--- src/hw/rtl/ipl_pkg.sv ---
`timescale 1ns / 1ps
`default_nettype none

package ipl_pkg;

  // Field widths of one item and one result
  localparam int unsigned CmdW    = 3;
  localparam int unsigned PosW    = 7;
  localparam int unsigned CoordW  = 32;
  localparam int unsigned PointW  = 2 * CoordW;
  localparam int unsigned StatusW = 2;
  localparam int unsigned CountW  = 7;

  // Default store depth and the widths that follow from it
  localparam int unsigned DefDepth = 64;
  localparam int unsigned DefAw    = $clog2(DefDepth);
  localparam int unsigned DefCw    = $clog2(DefDepth + 1);

  typedef enum logic [CmdW-1:0] {
    CMD_INS_FRONT = 3'd0,
    CMD_INS_END   = 3'd1,
    CMD_INS_AT    = 3'd2,
    CMD_REM_FRONT = 3'd3,
    CMD_REM_END   = 3'd4,
    CMD_REM_AT    = 3'd5,
    CMD_GET       = 3'd6,
    CMD_SET       = 3'd7
  } cmd_e;

  typedef enum logic [StatusW-1:0] {
    ST_OK    = 2'd0,
    ST_EMPTY = 2'd1,
    ST_RANGE = 2'd2,
    ST_FULL  = 2'd3
  } status_e;

  // What the back end has to do with the store for one item
  typedef enum logic [2:0] {
    OP_NONE  = 3'd0,
    OP_READ  = 3'd1,
    OP_WRITE = 3'd2,
    OP_INS   = 3'd3,
    OP_REM   = 3'd4
  } op_kind_e;

  typedef enum logic [1:0] {
    BK_IDLE  = 2'd0,
    BK_SHIFT = 2'd1,
    BK_PUT   = 2'd2,
    BK_RESP  = 2'd3
  } back_state_e;

  // Decoded item at the default depth
  typedef struct packed {
    op_kind_e          kind;
    logic              shift;
    logic [DefAw-1:0]  first_idx;
    logic [DefAw-1:0]  last_idx;
    logic [DefAw-1:0]  idx;
    status_e           status;
    logic [DefCw-1:0]  count;
    logic [PointW-1:0] point;
  } op_t;

endpackage

`default_nettype wire

--- src/hw/rtl/ipl_queue.sv ---
`timescale 1ns / 1ps
`default_nettype none

module ipl_queue #(
  parameter type item_t = ipl_pkg::op_t
) (
  input  logic  clk_i,
  input  logic  rst_ni,
  input  logic  push_valid_i,
  output logic  push_ready_o,
  input  item_t push_data_i,
  output logic  pop_valid_o,
  input  logic  pop_ready_i,
  output item_t pop_data_o
);

  item_t      slot_q [2];
  logic       wr_ptr_q, wr_ptr_d;
  logic       rd_ptr_q, rd_ptr_d;
  logic [1:0] fill_q, fill_d;
  logic       push, pop;

  assign push_ready_o = (fill_q != 2'd2);
  assign pop_valid_o  = (fill_q != 2'd0);
  assign pop_data_o   = slot_q[rd_ptr_q];

  assign push = push_valid_i & push_ready_o;
  assign pop  = pop_valid_o & pop_ready_i;

  // Advance pointers and fill level
  always_comb begin
    wr_ptr_d = push ? ~wr_ptr_q : wr_ptr_q;
    rd_ptr_d = pop ? ~rd_ptr_q : rd_ptr_q;
    fill_d   = fill_q;
    if (push && !pop) begin
      fill_d = fill_q + 2'd1;
    end else if (pop && !push) begin
      fill_d = fill_q - 2'd1;
    end
  end

  always_ff @(posedge clk_i or negedge rst_ni) begin
    if (!rst_ni) begin
      wr_ptr_q <= 1'b0;
      rd_ptr_q <= 1'b0;
      fill_q   <= 2'd0;
    end else begin
      wr_ptr_q <= wr_ptr_d;
      rd_ptr_q <= rd_ptr_d;
      fill_q   <= fill_d;
    end
  end

  // Hold queued items
  always_ff @(posedge clk_i) begin
    if (push) begin
      slot_q[wr_ptr_q] <= push_data_i;
    end
  end

endmodule

`default_nettype wire

--- config.mk ---
export PLATFORM = sky130hd
export DESIGN_NAME = ipl_queue
export DESIGN_NICKNAME = d
export VERILOG_FILES = /design/src/hw/rtl/ipl_pkg.sv /design/src/hw/rtl/ipl_queue.sv
export SDC_FILE = /design/constraint.sdc
export NUM_CORES = 1
export LEC_CHECK = 0
export BUFFER_PORTS_ARGS = -buffer_cell sky130_fd_sc_hd__buf_2
export CORE_MARGIN = 5
export CORE_UTILIZATION = 50
export DETAILED_ROUTE_END_ITERATION = 8
export PLACE_DENSITY = 0.74
export SYNTH_ARGS = -nofsm -noshare
export SYNTH_HDL_FRONTEND = slang
export SYNTH_SLANG_ARGS = --single-unit
--- constraint.sdc ---
create_clock -name clk_i -period 5.6 [get_ports clk_i]
set_input_delay 0 -clock clk_i [delete_from_list [all_inputs] [get_ports clk_i]]
set_output_delay 0 -clock clk_i [all_outputs]
set_load 0.005 [all_outputs]
Yosys cells after proc, flatten, opt, wreduce, memory -nomap -nowiden

Memory sizes are Yosys's and may differ from the RTL's.
Cells that the tools add are included.

Mux-type cells: 4
Bitwise operators: 4
Equal/unequal tests: 1
Add/subtract/negate cells: 2
Reductions and logical operators: 6

Operators with widths:

| kind                | number |
|---|---|
| $mux 2              | 2 |
| $reduce_bool 2->1   | 2 |
| $add 2x1->2 const B | 1 |
| $and 1x1->1         | 2 |
| $logic_and 1x1->1   | 2 |
| $logic_not 1->1     | 2 |
| $mux 1              | 2 |
| $ne 2x2->1 const B  | 1 |
| $not 1->1           | 2 |
| $sub 2x1->2 const B | 1 |

Output and inout bits: 97
Word-level logic and storage cells: 21
Register bits after elaboration: 4
Bits in writable memories: 190
Memories: 1

Memory list:

| memory | depth | bits a word | read ports | clocked after memory_dff | write ports | RTL line        | RTL |
|---|---|---|---|---|---|---|---|
| slot_q | 2     | 95          | 1          | 0                        | 1           | ipl_queue.sv:17 | `item_t slot_q [2];` |

Depth between registers and ports, before layout

Word-level depth: 6
Depth in mapped cells: 7
Gate-level depth less buffers: 7

Worst setup path after synthesis

Ideal clock, no wire load.

Kind: reg2reg
From: register fill_q[0]
To: memory slot_q[0][0] (netlist name), enable pin
Required time: 5.051 ns
Period minus slack after synthesis: 5.155 ns
Stages on the path, launching flop included: 4
Setup time: 0.549 ns
Arrival: 4.606 ns
Path slack: 0.445 ns
Buffers on the path: 0
Cells stage by stage: dfrtp_1 nand2b_1 nand2_1 nor2_1

Longest elaborated chain between the ends: 4

Ends and longest elaborated chain:

| element                      | RTL line        | RTL |
|---|---|---|
| from (decl)                  | ipl_queue.sv:20 | `logic [1:0] fill_q, fill_d;` |
| from (signal assigned)       | ipl_queue.sv:50 | `fill_q <= fill_d;` |
| $ne 2x2->1                   | ipl_queue.sv:23 | `assign push_ready_o = (fill_q != 2'd2);` |
| via push_ready_o             | ipl_queue.sv:10 | `output logic push_ready_o,` |
| $and 1x1->1                  | ipl_queue.sv:27 | `assign push = push_valid_i & push_ready_o;` |
| $mux 1                       | ipl_queue.sv:56 | `if (push) begin` |
| $mux 1 (not written as such) | ipl_queue.sv:57 | `slot_q[wr_ptr_q] <= push_data_i;` |
| to (decl)                    | ipl_queue.sv:17 |  |

The timed path passes the listed nets, and every way through them passes these cells.

==> impl_metrics.prom <==
# TYPE chip_impl_metric gauge
chip_impl_metric{name="portBuffers",unit=""} 195
chip_impl_metric{name="synth_compound_area_share",unit="%"} 0
chip_impl_metric{name="synth_fp_nets",unit=""} 414
chip_impl_metric{name="maxClockFrequency",unit="MHz"} 377
chip_impl_info{name="worst_hold_path_type",value="input port to register"} 1
chip_impl_info{name="synth_top_family_by_area",value="multiplexers"} 1
chip_impl_metric{name="synth_cells",unit=""} 314
chip_impl_metric{name="cts_setup_buffers",unit=""} 0
chip_impl_metric{name="final_core_utilization",unit="%"} 68.8
chip_impl_metric{name="dr.first_iter.drc_count",unit=""} 180
chip_impl_metric{name="dp_slack",unit="ns"} 3.30
chip_impl_metric{name="synth.top_cell.area_share",unit="%"} 78.7
chip_impl_metric{name="setup-violations-final",unit=""} 0
chip_impl_metric{name="grt_pass1_wl",unit="um"} 22400
chip_impl_metric{name="max_cap_viol_count",unit=""} 0
chip_impl_info{name="layout_common_cells",value="buf_2 (195), edfxtp_1 (190), dlygate4sd3_1 (99)"} 1
chip_impl_metric{name="route.antenna.remaining_nets",unit=""} 0
chip_impl_metric{name="post_synth_fa_ha_maj_area_fraction",unit="%"} 0.173
chip_impl_info{name="synthDominantAreaCellType",value="edfxtp_1"} 1
chip_impl_metric{name="num_io_pins",unit=""} 196
chip_impl_metric{name="cp.required",unit="ns"} 5.60
chip_impl_info{name="critical_path_class",value="register to primary output"} 1
chip_impl_metric{name="share_of_synthesized_area_occupied_by_flip_flops_and_latches",unit="%"} 80.1
chip_impl_info{name="hold_startpoint",value="push_data_i[33]"} 1
chip_impl_metric{name="clock_sink_count",unit=""} 194
chip_impl_metric{name="fraction_of_synthesized_cell_area_in_xor_and_xnor_cells",unit="%"} 0.604
chip_impl_metric{name="pwr_density_cell",unit="nW/um^2"} 459
chip_impl_metric{name="ir_worst_vdd",unit="mV"} 0.383
chip_impl_info{name="result_of_the_run",value="completed"} 1
chip_impl_metric{name="layout.nets",unit=""} 720
chip_impl_info{name="cts_tree",value="built"} 1
chip_impl_metric{name="final_design_area_no_fill",unit="um^2"} 9890
chip_impl_metric{name="worst-slew-pin-transition",unit="ns"} 0.772
chip_impl_metric{name="vias",unit=""} 3979
chip_impl_metric{name="synthSimpleGateAreaFrac",unit="%"} 0.466
chip_impl_metric{name="fp.coreArea",unit="um^2"} 14400
chip_impl_info{name="synth_area_leaders",value="edfxtp_1 (79%), mux2_2 (8.5%), mux2_4 (8.3%), dfrtp_1 (1.4%), buf_12 (1.1%)"} 1
chip_impl_metric{name="yosys_warnings",unit=""} 0
chip_impl_metric{name="pin_count_of_the_biggest_net_entering_global_routing",unit=""} 52
chip_impl_metric{name="post_synthesis_cell_area",unit="um^2"} 7250
chip_impl_metric{name="globalRouteTotalUtil",unit="%"} 17.5
chip_impl_metric{name="arrival",unit="ns"} 2.65
chip_impl_metric{name="number_of_gates_resized_after_cts",unit=""} 0
chip_impl_metric{name="gp_routability_congestion",unit=""} 0.703
chip_impl_metric{name="r2r_slack",unit="ns"} 3.33
chip_impl_info{name="reg2reg_from",value="fill_q[0]"} 1
chip_impl_metric{name="syn2layout_area_growth",unit="%"} 36.4
chip_impl_metric{name="worstSkewPairLatency",unit="ns"} 0.41
chip_impl_metric{name="number_of_levels_in_the_clock_h_tree",unit=""} 4
chip_impl_metric{name="number_of_cells_on_the_worst_hold_path",unit=""} 2
chip_impl_metric{name="finalHoldViolCount",unit=""} 0
chip_impl_metric{name="routed_wirelength",unit="um"} 14700
chip_impl_metric{name="final_cell_count_no_fill",unit=""} 816
chip_impl_metric{name="die_x",unit="um"} 130
chip_impl_metric{name="synth.area.mux_share",unit="%"} 16.8
chip_impl_info{name="final_common_cell",value="buf_2"} 1
chip_impl_metric{name="dpl-instance-area",unit="um^2"} 8370
chip_impl_metric{name="detail_route.first_pass.iterations",unit=""} 4
chip_impl_metric{name="dp_hpwl",unit="um"} 8680
chip_impl_metric{name="initial_core_util",unit="%"} 50.5
chip_impl_info{name="end_kind",value="primary output"} 1
chip_impl_metric{name="fin_tns_setup",unit="ns"} 0
chip_impl_metric{name="wire_per_inst",unit="um"} 18.1
chip_impl_metric{name="grt-ovfl-total",unit=""} 0
chip_impl_metric{name="cts_buffers",unit=""} 17
chip_impl_metric{name="clk_transition_reported_paths",unit="ns"} 0.07
chip_impl_metric{name="synthDistinctLibCells",unit=""} 17
chip_impl_metric{name="post_route_cells_drive_above_1_share",unit="%"} 51.3
chip_impl_info{name="clock_tree.root_cell",value="clkbuf_16"} 1
chip_impl_metric{name="finalCritPeriodShare",unit="%"} 47.4
chip_impl_metric{name="worst_clock_skew",unit="ns"} 0.0104
chip_impl_metric{name="timing.final.max_slew_violations",unit=""} 0
chip_impl_metric{name="first_global_vias",unit=""} 4431
chip_impl_metric{name="finalCriticalPeriod",unit="ns"} 2.65
chip_impl_metric{name="cts_max_path_buffers",unit=""} 2
chip_impl_metric{name="depth_of_the_most_critical_reg_to_reg_path",unit=""} 3
chip_impl_metric{name="detail_route.drc_violations",unit=""} 0
chip_impl_metric{name="dieHeight",unit="um"} 130
chip_impl_metric{name="die-area",unit="um^2"} 17000
chip_impl_info{name="endpoint_of_the_lowest_slack_register_to_register_path",value="slot_q[1][66]"} 1
chip_impl_metric{name="timing.max_slew.rel_slack",unit="%"} 48.6
chip_impl_info{name="start_kind",value="register"} 1
chip_impl_info{name="min_to",value="slot_q[1][33]"} 1
chip_impl_metric{name="synthesis.area_per_instance",unit="um^2"} 23.1
chip_impl_metric{name="placement_rows",unit=""} 44
chip_impl_metric{name="yosys_register_bits",unit=""} 194
chip_impl_metric{name="worst_slack",unit="ns"} 2.95
chip_impl_metric{name="p_leak",unit="uW"} 0.00386
chip_impl_info{name="grt_setup_unrepaired",value="false"} 1
chip_impl_metric{name="critical_path.max_fanout",unit=""} 51
chip_impl_metric{name="via_per_inst",unit=""} 4.88
chip_impl_metric{name="dp.cells",unit=""} 686
chip_impl_metric{name="antenna_found_initial",unit=""} 0
chip_impl_metric{name="cts_hold_repair.buffers",unit=""} 99
-- layer usage --
metal | share of wire [%] | track usage [%]
met1 | 37 | 19.4
met2 | 54 | 32.0
met3 | 7.6 | 6.26
met4 | 1.1 | 5.02
met5 | 0 | 0
-- Yosys cell counts --
| cell | count |
|---|---|
| and3_1 | 1 |
| buf_12 | 4 |
| buf_2 | 5 |
| buf_6 | 1 |
| buf_8 | 1 |
| dfrtp_1 | 4 |
| edfxtp_1 | 190 |
| ha_1 | 1 |
| inv_1 | 1 |
| mux2_2 | 55 |
| mux2_4 | 40 |
| nand2_1 | 2 |
| nand2b_1 | 1 |
| nor2_1 | 2 |
| or2_2 | 1 |
| xnor2_1 | 3 |
| xor2_1 | 2 |
-- per-stage QoR --
step	hold WS (ns)	total power, uW
floorplan	-0.296	3010
global route	0.289	4780
global placement	-0.190	3400
CTS	0.286	4570
finish	0.301	4540
detailed placement	-0.186	3440
-- registers in the layout (all words and copies together), names as in the netlist --
register,count
fill_q,2
rd_ptr_q,1
slot_q,190
wr_ptr_q,1
-- layout make-up --
| type | count | area [um^2] |
|---|---|---|
| clock buffers | 18 | 429 |
| repair buffers | 298 | 2000 |
| multi-input cells | 108 | 1320 |
| clock inverters | 12 | 95.1 |
| diodes | 1 | 2.50 |
| well taps | 184 | 230 |
| inverters | 1 | 3.75 |
| flip-flops and latches | 194 | 5810 |
| fillers | 943 | 4480 |
-- power breakdown --
part / total [uW] / leakage, uW / switching (uW) / internal (uW)
clock network: 1080 / 0.000258 / 476 / 601
logic: 1310 / 0.00179 / 590 / 718
registers: 2150 / 0.00181 / 165 / 1990
-- worst max-delay path: stages (launching register included) --
cell and delay [ns]:
dfrtp_4 0.91, buf_4 0.73, mux2_2 0.43, buf_2 0.14
-- worst max path at each step --
stage	from	end	slack, ns
after floorplan	fill_q[0]	slot_q[0][0]	0.44
after global placement	rd_ptr_q	pop_data_o[36]	3.33
after detailed placement	fill_q[0]	slot_q[1][46]	3.30
after CTS	rd_ptr_q	pop_data_o[31]	2.87
after global routing	rd_ptr_q	pop_data_o[34]	2.80
final	rd_ptr_q	pop_data_o[85]	2.95
-- logic make-up after synthesis --
kind of cell,Yosys count
flip-flops,194
multiplexers,95
buffers and inverters,12
AND/OR/NAND/NOR,7
XOR/XNOR,5
adder cells (fa/ha/maj),1
(Power assumes the default switching activity.)
