==> src/hw/rtl/ipl_pkg.sv <==
`timescale 1ns / 1ps
`default_nettype none

package ipl_pkg;

  // Field widths of one item and one result
  localparam int unsigned CmdW    = 3;
  localparam int unsigned PosW    = 7;
  localparam int unsigned CoordW  = 32;
  localparam int unsigned PointW  = 2 * CoordW;
  localparam int unsigned StatusW = 2;
  localparam int unsigned CountW  = 7;

  // Default store depth and the widths that follow from it
  localparam int unsigned DefDepth = 64;
  localparam int unsigned DefAw    = $clog2(DefDepth);
  localparam int unsigned DefCw    = $clog2(DefDepth + 1);

  typedef enum logic [CmdW-1:0] {
    CMD_INS_FRONT = 3'd0,
    CMD_INS_END   = 3'd1,
    CMD_INS_AT    = 3'd2,
    CMD_REM_FRONT = 3'd3,
    CMD_REM_END   = 3'd4,
    CMD_REM_AT    = 3'd5,
    CMD_GET       = 3'd6,
    CMD_SET       = 3'd7
  } cmd_e;

  typedef enum logic [StatusW-1:0] {
    ST_OK    = 2'd0,
    ST_EMPTY = 2'd1,
    ST_RANGE = 2'd2,
    ST_FULL  = 2'd3
  } status_e;

  // What the back end has to do with the store for one item
  typedef enum logic [2:0] {
    OP_NONE  = 3'd0,
    OP_READ  = 3'd1,
    OP_WRITE = 3'd2,
    OP_INS   = 3'd3,
    OP_REM   = 3'd4
  } op_kind_e;

  typedef enum logic [1:0] {
    BK_IDLE  = 2'd0,
    BK_SHIFT = 2'd1,
    BK_PUT   = 2'd2,
    BK_RESP  = 2'd3
  } back_state_e;

  // Decoded item at the default depth
  typedef struct packed {
    op_kind_e          kind;
    logic              shift;
    logic [DefAw-1:0]  first_idx;
    logic [DefAw-1:0]  last_idx;
    logic [DefAw-1:0]  idx;
    status_e           status;
    logic [DefCw-1:0]  count;
    logic [PointW-1:0] point;
  } op_t;

endpackage

`default_nettype wire

==> src/hw/rtl/ipl_front.sv <==
`timescale 1ns / 1ps
`default_nettype none

module ipl_front #(
  parameter int unsigned Depth = ipl_pkg::DefDepth,
  parameter type op_t = ipl_pkg::op_t
) (
  input  logic                               clk_i,
  input  logic                               rst_ni,
  input  logic                               in_valid_i,
  output logic                               in_ready_o,
  input  logic [ipl_pkg::CmdW-1:0]           command_i,
  input  logic [ipl_pkg::PosW-1:0]           position_i,
  input  logic signed [ipl_pkg::CoordW-1:0]  point_x_i,
  input  logic signed [ipl_pkg::CoordW-1:0]  point_y_i,
  output logic                               push_valid_o,
  input  logic                               push_ready_i,
  output op_t                                push_op_o
);

  localparam int unsigned AW = $clog2(Depth);
  localparam int unsigned CW = $clog2(Depth + 1);
  localparam int unsigned W  = (CW > ipl_pkg::PosW) ? CW : ipl_pkg::PosW;

  logic [CW-1:0] count_q, count_d;
  logic [W-1:0]  cnt_w, pos_w, ins_k, rem_k;
  ipl_pkg::cmd_e cmd;
  op_t           op;
  logic          accept;

  assign cmd    = ipl_pkg::cmd_e'(command_i);
  assign cnt_w  = W'(count_q);
  assign pos_w  = W'(position_i);
  assign accept = in_valid_i & push_ready_i;

  assign in_ready_o   = push_ready_i;
  assign push_valid_o = in_valid_i;
  assign push_op_o    = op;

  // Pick the target position of insert and remove commands
  always_comb begin
    ins_k = pos_w;
    rem_k = pos_w;
    case (cmd)
      ipl_pkg::CMD_INS_FRONT: ins_k = '0;
      ipl_pkg::CMD_INS_END:   ins_k = cnt_w;
      ipl_pkg::CMD_REM_FRONT: rem_k = '0;
      ipl_pkg::CMD_REM_END:   rem_k = cnt_w - W'(1);
      default: begin
        ins_k = pos_w;
        rem_k = pos_w;
      end
    endcase
  end

  // Classify the item against the current count
  always_comb begin
    op           = '0;
    op.kind      = ipl_pkg::OP_NONE;
    op.status    = ipl_pkg::ST_OK;
    op.count     = count_q;
    op.point     = {point_y_i, point_x_i};
    case (cmd)
      ipl_pkg::CMD_INS_FRONT, ipl_pkg::CMD_INS_END, ipl_pkg::CMD_INS_AT: begin
        if (ins_k > cnt_w) begin
          op.status = ipl_pkg::ST_RANGE;
        end else if (cnt_w == W'(Depth)) begin
          op.status = ipl_pkg::ST_FULL;
        end else begin
          op.kind      = ipl_pkg::OP_INS;
          op.shift     = cnt_w > ins_k;
          op.first_idx = AW'(cnt_w - W'(1));
          op.last_idx  = AW'(ins_k);
          op.idx       = AW'(ins_k);
          op.count     = count_q + CW'(1);
        end
      end
      ipl_pkg::CMD_REM_FRONT, ipl_pkg::CMD_REM_END, ipl_pkg::CMD_REM_AT: begin
        if (cmd != ipl_pkg::CMD_REM_AT && cnt_w == '0) begin
          op.status = ipl_pkg::ST_EMPTY;
        end else if (rem_k >= cnt_w) begin
          op.status = ipl_pkg::ST_RANGE;
        end else begin
          op.kind      = ipl_pkg::OP_REM;
          op.shift     = (rem_k + W'(1)) < cnt_w;
          op.first_idx = AW'(rem_k + W'(1));
          op.last_idx  = AW'(cnt_w - W'(1));
          op.idx       = AW'(rem_k);
          op.count     = count_q - CW'(1);
        end
      end
      ipl_pkg::CMD_GET, ipl_pkg::CMD_SET: begin
        if (pos_w >= cnt_w) begin
          op.status = ipl_pkg::ST_RANGE;
        end else begin
          op.kind = (cmd == ipl_pkg::CMD_GET) ? ipl_pkg::OP_READ : ipl_pkg::OP_WRITE;
          op.idx  = AW'(pos_w);
        end
      end
      default: begin
        op.kind = ipl_pkg::OP_NONE;
      end
    endcase
  end

  // Track the count as items are accepted
  assign count_d = accept ? op.count : count_q;

  always_ff @(posedge clk_i or negedge rst_ni) begin
    if (!rst_ni) begin
      count_q <= '0;
    end else begin
      count_q <= count_d;
    end
  end

endmodule

`default_nettype wire

==> config.mk <==
export PLATFORM = sky130hd
export DESIGN_NAME = ipl_front
export DESIGN_NICKNAME = d
export VERILOG_FILES = /design/src/hw/rtl/ipl_pkg.sv /design/src/hw/rtl/ipl_front.sv
export SDC_FILE = /design/constraint.sdc
export NUM_CORES = 1
export LEC_CHECK = 0
export BUFFER_PORTS_ARGS = -buffer_cell sky130_fd_sc_hd__buf_2
export CORE_MARGIN = 2
export CORE_UTILIZATION = 45
export CTS_BUF_LIST = sky130_fd_sc_hd__clkbuf_4
export DETAILED_ROUTE_END_ITERATION = 8
export GPL_TIMING_DRIVEN = 0
export PLACE_DENSITY = 0.85
export RECOVER_POWER = 25
export SLEW_MARGIN = 25
export SYNTH_ARGS = -nofsm -noshare
export SYNTH_HDL_FRONTEND = slang
export SYNTH_SLANG_ARGS = --single-unit
==> constraint.sdc <==
create_clock -name clk_i -period 3.9 [get_ports clk_i]
set_input_delay 0.195 -clock clk_i [delete_from_list [all_inputs] [get_ports clk_i]]
set_output_delay 0.195 -clock clk_i [all_outputs]
set_load 0.01 [all_outputs]
---- Yosys cells after proc, flatten, opt, wreduce, memory -nomap -nowiden ----
Cells that the tools add are included.
operators by class
  add/subtract/negate cells ............... 3
  order comparisons ....................... 5
  equal/unequal tests ..................... 9
  multiplexer cells ....................... 22
  bitwise logic cells ..................... 1
  reduce and logical (&&, ||, !) cells .... 6
operator list
  kind                                                                    count
  22-bit two-way mux                                                      2
  21-bit two-way mux                                                      2
  7-bit case mux with 2 select lines                                      3
  7-bit two-way mux                                                       4
  13-bit case mux with 2 select lines                                     1
  8-bit case mux with 3 select lines                                      1
  7-bit by 1-bit adder with 7-bit output (second input constant)          2
  7-bit greater-or-equal comparator                                       2
  7-bit > comparator                                                      2
  2-bit two-way mux                                                       7
  3-bit equality test (second input constant)                             4
  3-bit case mux with 3 select lines                                      1
  7-bit equality test (second input constant)                             1
  7-bit logical NOT                                                       1
  7-bit < comparator                                                      1
  7-bit by 1-bit subtractor with 7-bit output (second input constant)     1
  3-bit by 2-bit equality test with 1-bit output (second input constant)  2
  6-bit two-way mux                                                       1
  3-bit OR reduction                                                      2
  3-bit by 1-bit equality test with 1-bit output (second input constant)  1
  3-bit logical NOT                                                       1
  3-bit inequality test (second input constant)                           1
  2-bit OR reduction                                                      1
  1-bit bitwise AND                                                       1
  1-bit logical AND                                                       1
storage, ports and cells
  flip-flop bits (word level) ............. 7
  output and inout port bits .............. 97

---- Longest topological paths before layout ----
Gate-level depths: netlist of the first run.
  depth after elaboration ................. 7
  mapped depth ............................ 15
  depth with buffers taken out ............ 14

---- Worst setup path after synthesis of the first run ----
OpenSTA, ideal clock, no wires.
  path kind ............................... register to output
  from .................................... register count_q[0] (netlist: cnt_w[0])
  to ...................................... output port push_op_o[64] (netlist name)
  arrival ................................. 3.190 ns
  required time ........................... 3.705 ns
  path slack .............................. 0.515 ns
  stages on the path, launching flop included .. 13
  buffers on the path ..................... 0
  path through ............................ dfrtp_1 > inv_1 > ha_1 > nor3b_2 > xnor2_1 > a211oi_4 > ha_1 > nand4_1 > o311ai_1 > inv_2 > ha_1 > o22ai_1 > a31o_2
RTL lines
  what                    RTL line          source
  from (decl)             ipl_front.sv:25   logic [CW-1:0] count_q, count_d;
  from (signal assigned)  ipl_front.sv:113  count_q <= count_d;
  to (decl)               ipl_front.sv:18   output op_t push_op_o

==> metrics.md, run 1 <==
| Metric | Value |
|---|---|
| Count of buffers from port buffering | `between 100 and 150` |
| Synth unique cells | `67` |
| Worst slew margin | `0.304` |
| Compound-cell area share of the yosys netlist | `0.289` |
| Synthesized area divided by synthesized cell count | `roughly 7.7 um2` |
| Number of synthesized register bits | `7` |
| Aggregate negative setup slack | `0 ps` |
| Number of buffer and inverter stages on the critical path | `4` |
| Antenna Violating Nets Remaining | `0` |
| Wl on met1 | `3.34 mm` |
| Final number of max-transition violations | `0` |
| Final Power | `923 uW` |
| Routed length on met3 | `around 1.1 mm` |
| Cell count after synthesis | `355` |
| Number of vias per cell | `5.78` |
| Total track usage | `0.255` |
| Crit path largest cell delay | `490 ps` |
| Global-route wire length before repair | `13.6 mm` |
| I/O pin count | `175` |
| Synthesized-area fraction occupied by adder cells | `0.155` |
| Worst clock skew | `1.22 ps` |
| Number of buffers on the longest clock path | `2` |
| Areal power density over the cells | `262 nW/um2` |
| Floorplan core area | `5920 um2` |
| TritonCTS Buffers | `3` |
| Setup crit end kind | `output pin` |
| Measured slew at the worst slew-check pin | `1040 ps` |
| Number of global-route vias before repair | `2877` |
| Hold Crit Class | `primary input to asynchronous set/reset pin` |
| Library cell contributing the largest single delay on the critical path | `dfrtp_2` |
| Total length of routed met2 wires | `approximately 4.2 mm` |
| Clock transition time at the flip-flop clock pins of the worst setup and hold paths | `50 ps` |
| Vias | `3183` |
| Final worst path period share | `0.965` |
| Level count of the clock H-tree | `1` |
| Net count of the mapped netlist | `approximately 470` |
| Share of cells above drive strength 1 | `0.445` |
| Fraction of the core area covered by cells at the end of the flow | `0.596` |
| Share of synthesized registers carrying an async set or reset | `1.00` |
| Combinational family with the most area after synthesis | `compound AO/OA/AOI/OAI gates` |
| DR iter-0 viols | `281` |
| Yosys Warn Count | `0` |
| Count of inserted antenna diode cells | `0` |
| Data required, critical path | `between 3000 and 4000 ps` |
| Top delay family on crit path | `compound AO/OA/AOI/OAI gates` |
| Post-synthesis xor/xnor area fraction | `0.0346` |
| Largest net degree at the start of global routing | `12` |
| Number of enable flip-flop cells after synthesis | `0` |
| Cell Area, Synth | `between 2000 and 3000 um2` |
| Worst slack, placed | `-579 ps` |
| Max-Cap Viols | `0` |
| Count of final hold-check violations | `0` |
| Half-perimeter wire length of the detailed placement result | `7.05 mm` |
| Flip-flop count of the largest register, all copies and words added | `7` |
| Leftover overflow at the end of global routing | `0` |
| Die Y | `82.1 um` |
| Critical Path AT | `3570 ps` |
| Clk_lat worst skew | `260 ps` |
| Clock tree from TritonCTS | `done` |
| Sum of routed wire length over all layers | `8.81 mm` |
| Type of origin of the critical path | `flip-flop` |
| Proportion of synthesized area in mux cells | `0.00365` |
| Horiz. Die Dim | `between 80 and 90 um` |
| Chain of cells forming the critical path | `inv_4, ha_4, nor3b_4, xnor2_2, a211oi_4, ha_1, a211o_1, o211ai_1, o311ai_4, inv_2, nand2_2, buf_4, o32ai_1, buf_2` |
| Antenna violations before repair | `0` |
| Final period demand of the worst path | `3760 ps` |
| Setup-violating endpoint count in the final report | `0` |
| Top layer used by detailed routing | `met4` |
| Path type of the worst setup path | `flip-flop to output pin` |
| Sink Count | `7` |
| Number of design rule violations left after detail routing | `0` |
| Leakage | `1.73 nW` |
| Initial DRT Pass Iterations | `5` |
| Signed area change from the synthesized netlist to the final layout | `28.6%` |
| Root buffer cell | `clkbuf_4` |
| Result of the run | `finished clean` |
| Mean routed wirelength per cell | `16.0 um` |
| Worst Path Max Fanout | `10` |
| Fmax | `266 MHz` |
| Floorplan row count | `28` |
| Sequential element share of the synthesized area | `0.0638` |
| Least setup slack across all paths after layout | `roughly 140 ps` |
| Most frequently used flop master after synthesis | `dfrtp_1` |
| Post-layout net count | `589` |
| Final weighted congestion of routability-driven global placement | `1.01` |
| Synthesized-area fraction occupied by and/or/nand/nor cells | `0.200` |
| Max rail drop VDD | `about 0.00016 V` |
| Starting Density | `0.464` |
| Unrepaired setup endpoints after global routing | `no` |
| Die Footprint | `6740 um2` |
-- worst paths after layout --
kind / from / to / slack (ps) / cells after the start
max: cnt_w[0] / push_op_o[91] / 140 / 14
min in group clk_i: push_ready_i / cnt_w[3] / 430 / 3
min: rst_ni / cnt_w[6] / 370 / 2
min reg2reg: cnt_w[0] / cnt_w[0] / 690 / 1
max in group asynchronous: rst_ni / cnt_w[1] / 3230 / 2
max reg2reg: cnt_w[4] / cnt_w[2] / 560 / 13
-- power by group --
group / internal, mW / switching, mW
Clock: 0.0461 / 0.0289
Combinational: 0.329 / 0.406
Sequential: 0.0841 / 0.0295
Total: 0.459 / 0.464
-- cell type report --
type / instances / area (um2)
plain buffers: 82 / 644
clock buffers: 4 / 30.0
fillers: 564 / 2390
inverters: 14 / 61.3
multi-input cells: 252 / 1940
flip-flops and latches: 7 / 178
well taps: 75 / 93.8
repair buffers: 117 / 584
-- cell usage after synthesis, drive strengths merged (3+ instances only) --
cell type,n,area [um2]
buf,75,577
ha,34,425
nor2,27,109
nand2,25,98.8
a21oi,22,110
o21ai,18,90.1
inv,14,52.6
nand3,10,60.1
nor2b,9,56.3
o22ai,9,56.3
xnor2,9,86.3
a211oi,8,95.1
nor3,8,50.1
a31oi,7,43.8
clkbuf,7,67.6
dfrtp,7,175
a221o,6,60.1
o211ai,6,45.0
a21o,4,30.0
and2,4,25.0
nand4,4,31.3
nor4,4,40.0
nand2b,3,26.3
o21a,3,22.5
o2bb2ai,3,26.3
-- what timing repair did --
action                                 in CTS  in global routing
setup buffers                               2                  6
endpoints found under the hold margin       7                  0
gates resized for setup                     9                  8
hold buffers                                1                  0
setup endpoints to repair                  34                 17
pin swaps                                   1                  6
-- kinds of logic after synthesis --
group | Yosys count
XOR/XNOR | 10
flip-flops | 7
AO/OA/AOI/OAI | 107
AND/OR/NAND/NOR | 100
adder cells (fa/ha/maj) | 34
buffers and inverters | 96
multiplexers | 1
-- stage by stage --
step                cells  cell area [um2]  hold WS (ps)
finish                551             3530           368
global route          551             3530           388
CTS                   545             3470           303
detailed placement    538             3380          36.6
global placement      538             3380          33.9
floorplan             355             2750          -101
-- per-layer routing --
layer / GRT usage / vias up
met5: 0 / -
met4: 0.0917 / 0
met3: 0.0326 / 27
met2: 0.418 / 231
met1: 0.342 / 1439
li1: - / 1486
-- layout by cell type (no fill, tap or decap), types with 17 or more instances in the layout --
cell type  instances
buf_2             89
buf_4             76
ha_1              33
nor2_1            26
clkbuf_1          23
nand2_1           23
a21oi_1           22
o21ai_0           17
Note: power is estimated with default switching activity, not from simulation.
==> run 2, diff against run 1 <==
- CELL_PAD_IN_SITES_DETAIL_PLACEMENT: default -> 2
- CELL_PAD_IN_SITES_GLOBAL_PLACEMENT: default -> 2
- CORE_UTILIZATION: 45 -> 23
- PLACE_DENSITY: 0.85 -> 0.86
==> metrics.md, run 2 (synthesized netlist as in run 1, its figures left out) <==
| Metric | Value |
|---|---|
| Sink Count | `7 (unchanged)` |
| Setup-violating endpoint count in the final report | `0 (unchanged)` |
| Worst r2r dst | `cnt_w[2] (unchanged)` |
| Fmax | `261 MHz (was 266 MHz)` |
| Worst slack, placed | `-926 ps (was -579 ps)` |
| Data required, critical path | `3700 ps (about the same)` |
| Startpoint of the most critical register-to-register path | `cnt_w[0] (was cnt_w[4])` |
| Max-Cap Viols | `0 (unchanged)` |
| Clock tree from TritonCTS | `done (unchanged)` |
| Clk_lat worst skew | `260 ps (about the same)` |
| Count of placed standard cells including taps | `606 (was 538)` |
| Floorplan row count | `39 (was 28)` |
| Initial DRT Pass Iterations | `6 (was 5)` |
| Measured slew at the worst slew-check pin | `696 ps (was 1040 ps)` |
| Post-layout net count | `599 (was 589)` |
| Result of the run | `finished, violations left (was finished clean)` |
| Library cell contributing the largest single delay on the critical path | `dfrtp_2 (unchanged)` |
| Largest net degree at the start of global routing | `12 (unchanged)` |
| Final period demand of the worst path | `3840 ps (was 3760 ps)` |
| Path type of the worst setup path | `flip-flop to output pin (unchanged)` |
| Flip-flop count of the largest register, all copies and words added | `7 (unchanged)` |
| Leakage | `1.78 nW (was 1.73 nW)` |
| Reg2reg setup slack | `470 ps (was 560 ps)` |
| Worst Path Max Fanout | `4 (was 10)` |
| Most frequent standard cell in the layout excluding fill and tap cells | `buf_2 (unchanged)` |
| Starting Density | `0.238 (was 0.464)` |
| Total track usage | `0.178 (was 0.255)` |
| Antenna violations before repair | `0 (unchanged)` |
| Most frequent cells in the layout | `89 x buf_2, 86 x buf_4, 33 x ha_1 (was 89 x buf_2, 76 x buf_4, 33 x ha_1)` |
| Mean routed wirelength per cell | `19.7 um (was 16.0 um)` |
| Path depth of the worst reg2reg path | `13 (unchanged)` |
| Non-filler instance count after layout | `629 (was 551)` |
| Grt met2 use | `0.334 (was 0.418)` |
| Worst clock skew | `1.05 ps (was 1.22 ps)` |
| Final-layout fill cell count | `1349 (was 564)` |
| Final worst path period share | `0.984 (was 0.965)` |
| Count of buffers from port buffering | `108 (unchanged)` |
| I/O pin count | `175 (unchanged)` |
| Worst slew margin | `0.536 (was 0.304)` |
| Areal power density over the cells | `275 nW/um2 (was 262 nW/um2)` |
| Root buffer cell | `clkbuf_4 (unchanged)` |
| Max rail drop VDD | `0.0000735 V (was 0.000158 V)` |
| Global-route wire length before repair | `18.4 mm (was 13.6 mm)` |
| Global route hottest layer | `met2 (unchanged)` |
| Floorplan core area | `11500 um2 (was 5920 um2)` |
| Antenna Violating Nets Remaining | `0 (unchanged)` |
| Hold Crit Class | `primary input to asynchronous set/reset pin (unchanged)` |
| TritonCTS Buffers | `3 (unchanged)` |
| Die Footprint | `12800 um2 (was 6740 um2)` |
| Type of origin of the critical path | `flip-flop (unchanged)` |
| Final weighted congestion of routability-driven global placement | `0.900 (was 1.01)` |
| DR iter-0 viols | `190 (was 281)` |
| Met1 routing resource usage after global routing | `0.220 (was 0.342)` |
| Number of vias per cell | `5.21 (was 5.78)` |
| Die Y | `113 um (was 82.1 um)` |
| Number of buffers on the longest clock path | `2 (unchanged)` |
| Sum of routed wire length over all layers | `12.4 mm (was 8.81 mm)` |
| Setup crit end kind | `output pin (unchanged)` |
| Met3 track utilization from global routing | `0.0182 (was 0.0326)` |
| Final number of max-transition violations | `0 (unchanged)` |
| Half-perimeter wire length of the detailed placement result | `9.68 mm (was 7.05 mm)` |
| Number of design rule violations left after detail routing | `13 (was 0)` |
| Critical Path AT | `3640 ps (was 3570 ps)` |
| Least setup slack across all paths after layout | `62.2 ps (was 137 ps)` |
| Number of global-route vias before repair | `3424 (was 2877)` |
| Failing checks | `design-rule violations` |
| Horiz. Die Dim | `113 um (was 82.1 um)` |
| Signed area change from the synthesized netlist to the final layout | `35.1% (was 28.6%)` |
| CP dominant cell by count | `buf_4` |
| Crit path largest cell delay | `440 ps (was 490 ps)` |
| Count of final hold-check violations | `0 (unchanged)` |
| Vias | `3278 (was 3183)` |
| Share of cells above drive strength 1 | `0.461 (was 0.445)` |
| Count of inserted antenna diode cells | `0 (unchanged)` |
| Chain of cells forming the critical path | `buf_4, nor3_2, nand3_1, xnor2_4, a211oi_4, ha_1, o211ai_1, o311ai_4, buf_4, buf_4, or3_1, nand4_1, o211ai_1, buf_2 (was inv_4, ha_4, nor3b_4, xnor2_2, a211oi_4, ha_1, a211o_1, o211ai_1, o311ai_4, inv_2, nand2_2, buf_4, o32ai_1, buf_2)` |
| Level count of the clock H-tree | `1 (unchanged)` |
| Leftover overflow at the end of global routing | `0 (unchanged)` |
| Clock transition time at the flip-flop clock pins of the worst setup and hold paths | `60 ps (was 50 ps)` |
run 2: changes by cell type in the layout (fill, tap and decap cells not counted), sizes merged:
cell,previous run,this run
buf,170,180
run 2: metal layers:
metal	share of wire	wire, um
met5	0	0
met4	0.014	171
met3	0.067	825
met2	0.52	6480
met1	0.40	4910
run 2: repair_timing:
item / 4_1_cts / 5_1_grt
hold buffers: 1 / 0
setup endpoints to repair: 35 / 25
resized for setup: 12 / 7
setup buffers: 6 / 12
pin swaps: 4 / 5
cloned: 0 / 0
endpoints found under the hold margin: 7 / 0
run 2: final cells by class:
class	instances	area, um2	area share
tap	143	179	0.0483
buffer	82	644	0.174
multi-input combinational	252	1960	0.528
inverter	14	58.8	0.0159
timing repair buffer	127	659	0.178
clock buffer	4	30.0	0.00810
sequential	7	178	0.0479
run 2: worst max path at each step:
stage / from / to / slack [ps] / depth (start not counted)
finish: cnt_w[0] / push_op_o[65] / 60 / 14
global route: cnt_w[0] / push_op_o[67] / -70 / 15
CTS: cnt_w[0] / push_op_o[91] / 9 / 14
detailed placement: cnt_w[0] / push_op_o[70] / -930 / 14
global placement: cnt_w[0] / push_op_o[74] / -840 / 14
floorplan: cnt_w[0] / push_op_o[64] / 520 / 12
run 2: report_power, final:
part           internal, mW  total (mW)  switching, mW  leakage, nW
Clock                0.0464      0.0787         0.0323       0.0184
Combinational         0.367       0.837          0.470         1.67
Sequential           0.0841       0.104         0.0200       0.0896
Total                 0.498        1.02          0.522         1.78
run 2: worst max-delay path, delay by kind of cell, from the launching register on:
| family | cells | cell delay, ps |
|---|---|---|
| AO/OA/AOI/OAI | 4 | 910 |
| buffers and inverters | 4 | 620 |
| AND/OR/NAND/NOR | 4 | 870 |
| flip-flops | 1 | 440 |
| adder cells (fa/ha/maj) | 1 | 300 |
| XOR/XNOR | 1 | 220 |
run 2: metrics by stage:
stage	setup TNS [ps]	utilization	power [mW]	area [um2]	hold slack, ps
3_3_place_gp	-21920	0.301	0.786	3460	48.0
5_1_grt	-413	0.322	1.10	3710	426
6_report	0	0.322	1.02	3710	391
4_1_cts	0	0.314	0.951	3610	322
3_5_place_dp	-25240	0.301	0.819	3460	48.3
2_1_floorplan	0	-	0.569	2750	-101
==> run 3, diff against run 2 <==
- ABC_AREA: default -> 1
- CORE_UTILIZATION: 23 -> 21
- PLACE_DENSITY: 0.86 -> 0.83
==> metrics.md, run 3 <==
| Metric | Value |
|---|---|
| Clk_lat worst skew | `250 ps (was 260 ps)` |
| Count of buffers from port buffering | `110 (was 108)` |
| Result of the run | `finished clean (was finished, violations left)` |
| Worst Path Max Fanout | `11 (was 4)` |
| Antenna violations before repair | `0 (unchanged)` |
| Cell count after synthesis | `439 (was 355)` |
| Post-layout net count | `671 (was 599)` |
| Cell Area, Synth | `2800 um2 (was 2750 um2)` |
| Mean routed wirelength per cell | `15.2 um (was 19.7 um)` |
| Most frequently used flop master after synthesis | `dfrtp_1 (unchanged)` |
| Critical Path AT | `3460 ps (was 3640 ps)` |
| Most area-hungry cell type in the Yosys netlist | `buf_4 (unchanged)` |
| Die Y | `119 um (was 113 um)` |
| Half-perimeter wire length of the detailed placement result | `9.62 mm (was 9.68 mm)` |
| Most frequent standard cell in the layout excluding fill and tap cells | `nand2_1 (was buf_2)` |
| Measured slew at the worst slew-check pin | `562 ps (was 696 ps)` |
| Most numerous cell in the Yosys netlist | `nand2_1 (was buf_4)` |
| DR iter-0 viols | `69 (was 190)` |
| Signed area change from the synthesized netlist to the final layout | `29.9% (was 35.1%)` |
| Number of vias per cell | `4.48 (was 5.21)` |
| Areal power density over the cells | `622 nW/um2 (was 275 nW/um2)` |
| Data required, critical path | `3700 ps (about the same)` |
| Number of global-route vias before repair | `3555 (was 3424)` |
| Total area of multi-input combinational cells | `1870 um2 (was 1960 um2)` |
| Clock transition time at the flip-flop clock pins of the worst setup and hold paths | `60 ps (about the same)` |
| Max-Cap Viols | `0 (unchanged)` |
| Leakage | `2.06 nW (was 1.78 nW)` |
| Synth unique cells | `37 (was 67)` |
| Root buffer cell | `clkbuf_4 (unchanged)` |
| Share of cells above drive strength 1 | `0.409 (was 0.461)` |
| Number of synthesized register bits | `7 (unchanged)` |
| Number of enable flip-flop cells after synthesis | `0 (unchanged)` |
| Setup-violating endpoint count in the final report | `0 (unchanged)` |
| Horiz. Die Dim | `119 um (was 113 um)` |
| Final number of max-transition violations | `0 (unchanged)` |
| Worst clock skew | `2.39 ps (was 1.05 ps)` |
| Number of design rule violations left after detail routing | `0 (was 13)` |
| Floorplan core area | `13100 um2 (was 11500 um2)` |
| Top cell type's share of synthesized area | `0.180 (was 0.186)` |
| I/O pin count | `175 (unchanged)` |
| Synth cell count leaders | `123 x nand2_1, 67 x buf_4, 46 x inv_1 (was 68 x buf_4, 34 x ha_1, 26 x nor2_1)` |
| Final period demand of the worst path | `3650 ps (was 3840 ps)` |
| Max rail drop VDD | `0.000186 V (was 0.0000735 V)` |
| Type of origin of the critical path | `flip-flop (unchanged)` |
| Die Footprint | `14300 um2 (was 12800 um2)` |
| Fraction of the core area covered by cells at the end of the flow | `0.277 (was 0.322)` |
| Leftover overflow at the end of global routing | `0 (unchanged)` |
| Worst r2r dst | `cnt_w[0] (was cnt_w[2])` |
| Reg2reg setup slack | `660 ps (was 470 ps)` |
| Antenna Violating Nets Remaining | `0 (unchanged)` |
| Path depth of the worst reg2reg path | `19 (was 13)` |
| Total track usage | `0.150 (was 0.178)` |
| Setup crit end kind | `output pin (unchanged)` |
| Worst slew margin | `0.624 (was 0.536)` |
| Sum of routed wire length over all layers | `11.1 mm (was 12.4 mm)` |
| Number of buffers on the longest clock path | `2 (unchanged)` |
| Synthesized area divided by synthesized cell count | `6.37 um2 (was 7.73 um2)` |
| Final Power | `2.26 mW (was 1.02 mW)` |
| Floorplan row count | `42 (was 39)` |
| Startpoint of the most critical register-to-register path | `cnt_w[0] (unchanged)` |
| Final weighted congestion of routability-driven global placement | `0.793 (was 0.900)` |
| Flip-flop and latch area | `178 um2 (unchanged)` |
| Final worst hold slack | `385 ps (was 391 ps)` |
| Global-route wire length before repair | `17.6 mm (was 18.4 mm)` |
| Count of final hold-check violations | `0 (unchanged)` |
| Yosys Warn Count | `0 (unchanged)` |
| Initial DRT Pass Iterations | `4 (was 6)` |
| Level count of the clock H-tree | `1 (unchanged)` |
| Vias | `3285 (was 3278)` |
| Share of synthesized registers carrying an async set or reset | `1.00 (unchanged)` |
| Final worst path period share | `0.936 (was 0.984)` |
| Final-layout fill cell count | `1640 (was 1349)` |
| Most area-consuming cells after synthesis | `buf_4 18%, nand2_1 17%, ha_1 15% (was buf_4 19%, ha_1 15%, dfrtp_1 6.4%)` |
| Path type of the worst setup path | `flip-flop to output pin (unchanged)` |
| Count of inserted antenna diode cells | `0 (unchanged)` |
| Flip-flop count of the largest register, all copies and words added | `7 (unchanged)` |
| Fmax | `274 MHz (was 261 MHz)` |
| Sink Count | `7 (unchanged)` |
| Net count of the mapped netlist | `551 (was 467)` |
| Largest net degree at the start of global routing | `12 (unchanged)` |
| Starting Density | `0.213 (was 0.238)` |
| Most frequent cells in the layout | `122 x nand2_1, 89 x buf_2, 71 x buf_4 (was 89 x buf_2, 86 x buf_4, 33 x ha_1)` |
| Clock tree from TritonCTS | `done (unchanged)` |
| TritonCTS Buffers | `3 (unchanged)` |
| Sequential element share of the synthesized area | `0.0626 (was 0.0638)` |
| Hold Crit Class | `primary input to asynchronous set/reset pin (unchanged)` |
run 3: changes by cell type after synthesis, sizes merged, moves of 6 or more:
cell / delta
nor2b: -9
o21ai: -7
xor2: +7
xnor2: -9
nor3: -7
nand3: +31
a31oi: -7
a221o: -6
a211oi: -6
inv: +42
clkbuf: -7
nand2: +120
nor2: -9
a21oi: -13
run 3: final cells by class:
cell class                      instances  share of cell area
Multi-Input combinational cell        302               0.514
Timing Repair Buffer                  115               0.155
Buffer                                 70               0.148
Inverter                               60              0.0651
Tap cell                              176              0.0606
Sequential cell                         7              0.0489
Clock buffer                            4             0.00826
run 3: timing repair:
item / CTS / global route
setup endpoints to repair: 13 / 14
setup buffers: 0 / 4
hold buffers: 1 / 0
endpoints found under the hold margin: 7 / 0
gates resized for setup: 5 / 4
run 3: critical path, cell delays in order (launching register included):
cell and delay [ps]:
dfrtp_2 470, inv_4 160, ha_2 270, nand2_1 70, nand2_1 50, nand2_1 100
inv_1 110, nand2_1 70, o21ai_2 160, ha_1 320, nand2_1 70, nand2_1 60
a21oi_2 240, nand2_2 190, inv_1 120, ha_1 230, or2_1 240, o211ai_2 100
buf_2 170
run 3: where the power goes:
group	internal (mW)	leakage, nW	switching, mW
sequential	0.107	0.0872	0.0592
clock	0.0461	0.0184	0.0279
combinational	0.726	1.96	1.29
run 3: worst max-delay path by stage:
| stage | startpoint | to | cells past startpoint |
|---|---|---|---|
| floorplan | cnt_w[1] | push_op_o[64] | 15 |
| global placement | cnt_w[0] | push_op_o[91] | 18 |
| detailed placement | cnt_w[0] | push_op_o[91] | 18 |
| CTS | cnt_w[0] | push_op_o[64] | 18 |
| global route | cnt_w[0] | push_op_o[91] | 18 |
| finish | cnt_w[0] | push_op_o[64] | 18 |
run 3: cell families after synthesis:
group                      count (synthesis)  share of synthesized area
and+or+nand+nor                          218                      0.383
buffers and inverters                    130                      0.275
AOI/OAI and AO/OA                         42                     0.0966
adders and majority gates                 34                      0.152
xor gates and xnor gates                   8                     0.0304
DFF                                        7                     0.0626
run 3: per-layer routing:
layer | global-route usage | part of all wire | vias up
met5 | 0 | 0 | -
met4 | 0.00956 | 0.0049 | 0
met3 | 0.0216 | 0.070 | 8
met2 | 0.288 | 0.51 | 125
met1 | 0.184 | 0.42 | 1562
li1 | - | - | 1590
run 3: through the flow:
| stage | setup WS, ps | setup TNS [ps] | cell area [um2] | instances |
|---|---|---|---|---|
| global route | -28.1 | -28.1 | 3630 | 734 |
| CTS | 26.7 | 0 | 3620 | 730 |
| finish | 249 | 0 | 3630 | 734 |
| global placement | 209 | 0 | 3570 | 725 |
| floorplan | 1010 | 0 | 2800 | 439 |
| detailed placement | 107 | 0 | 3570 | 725 |
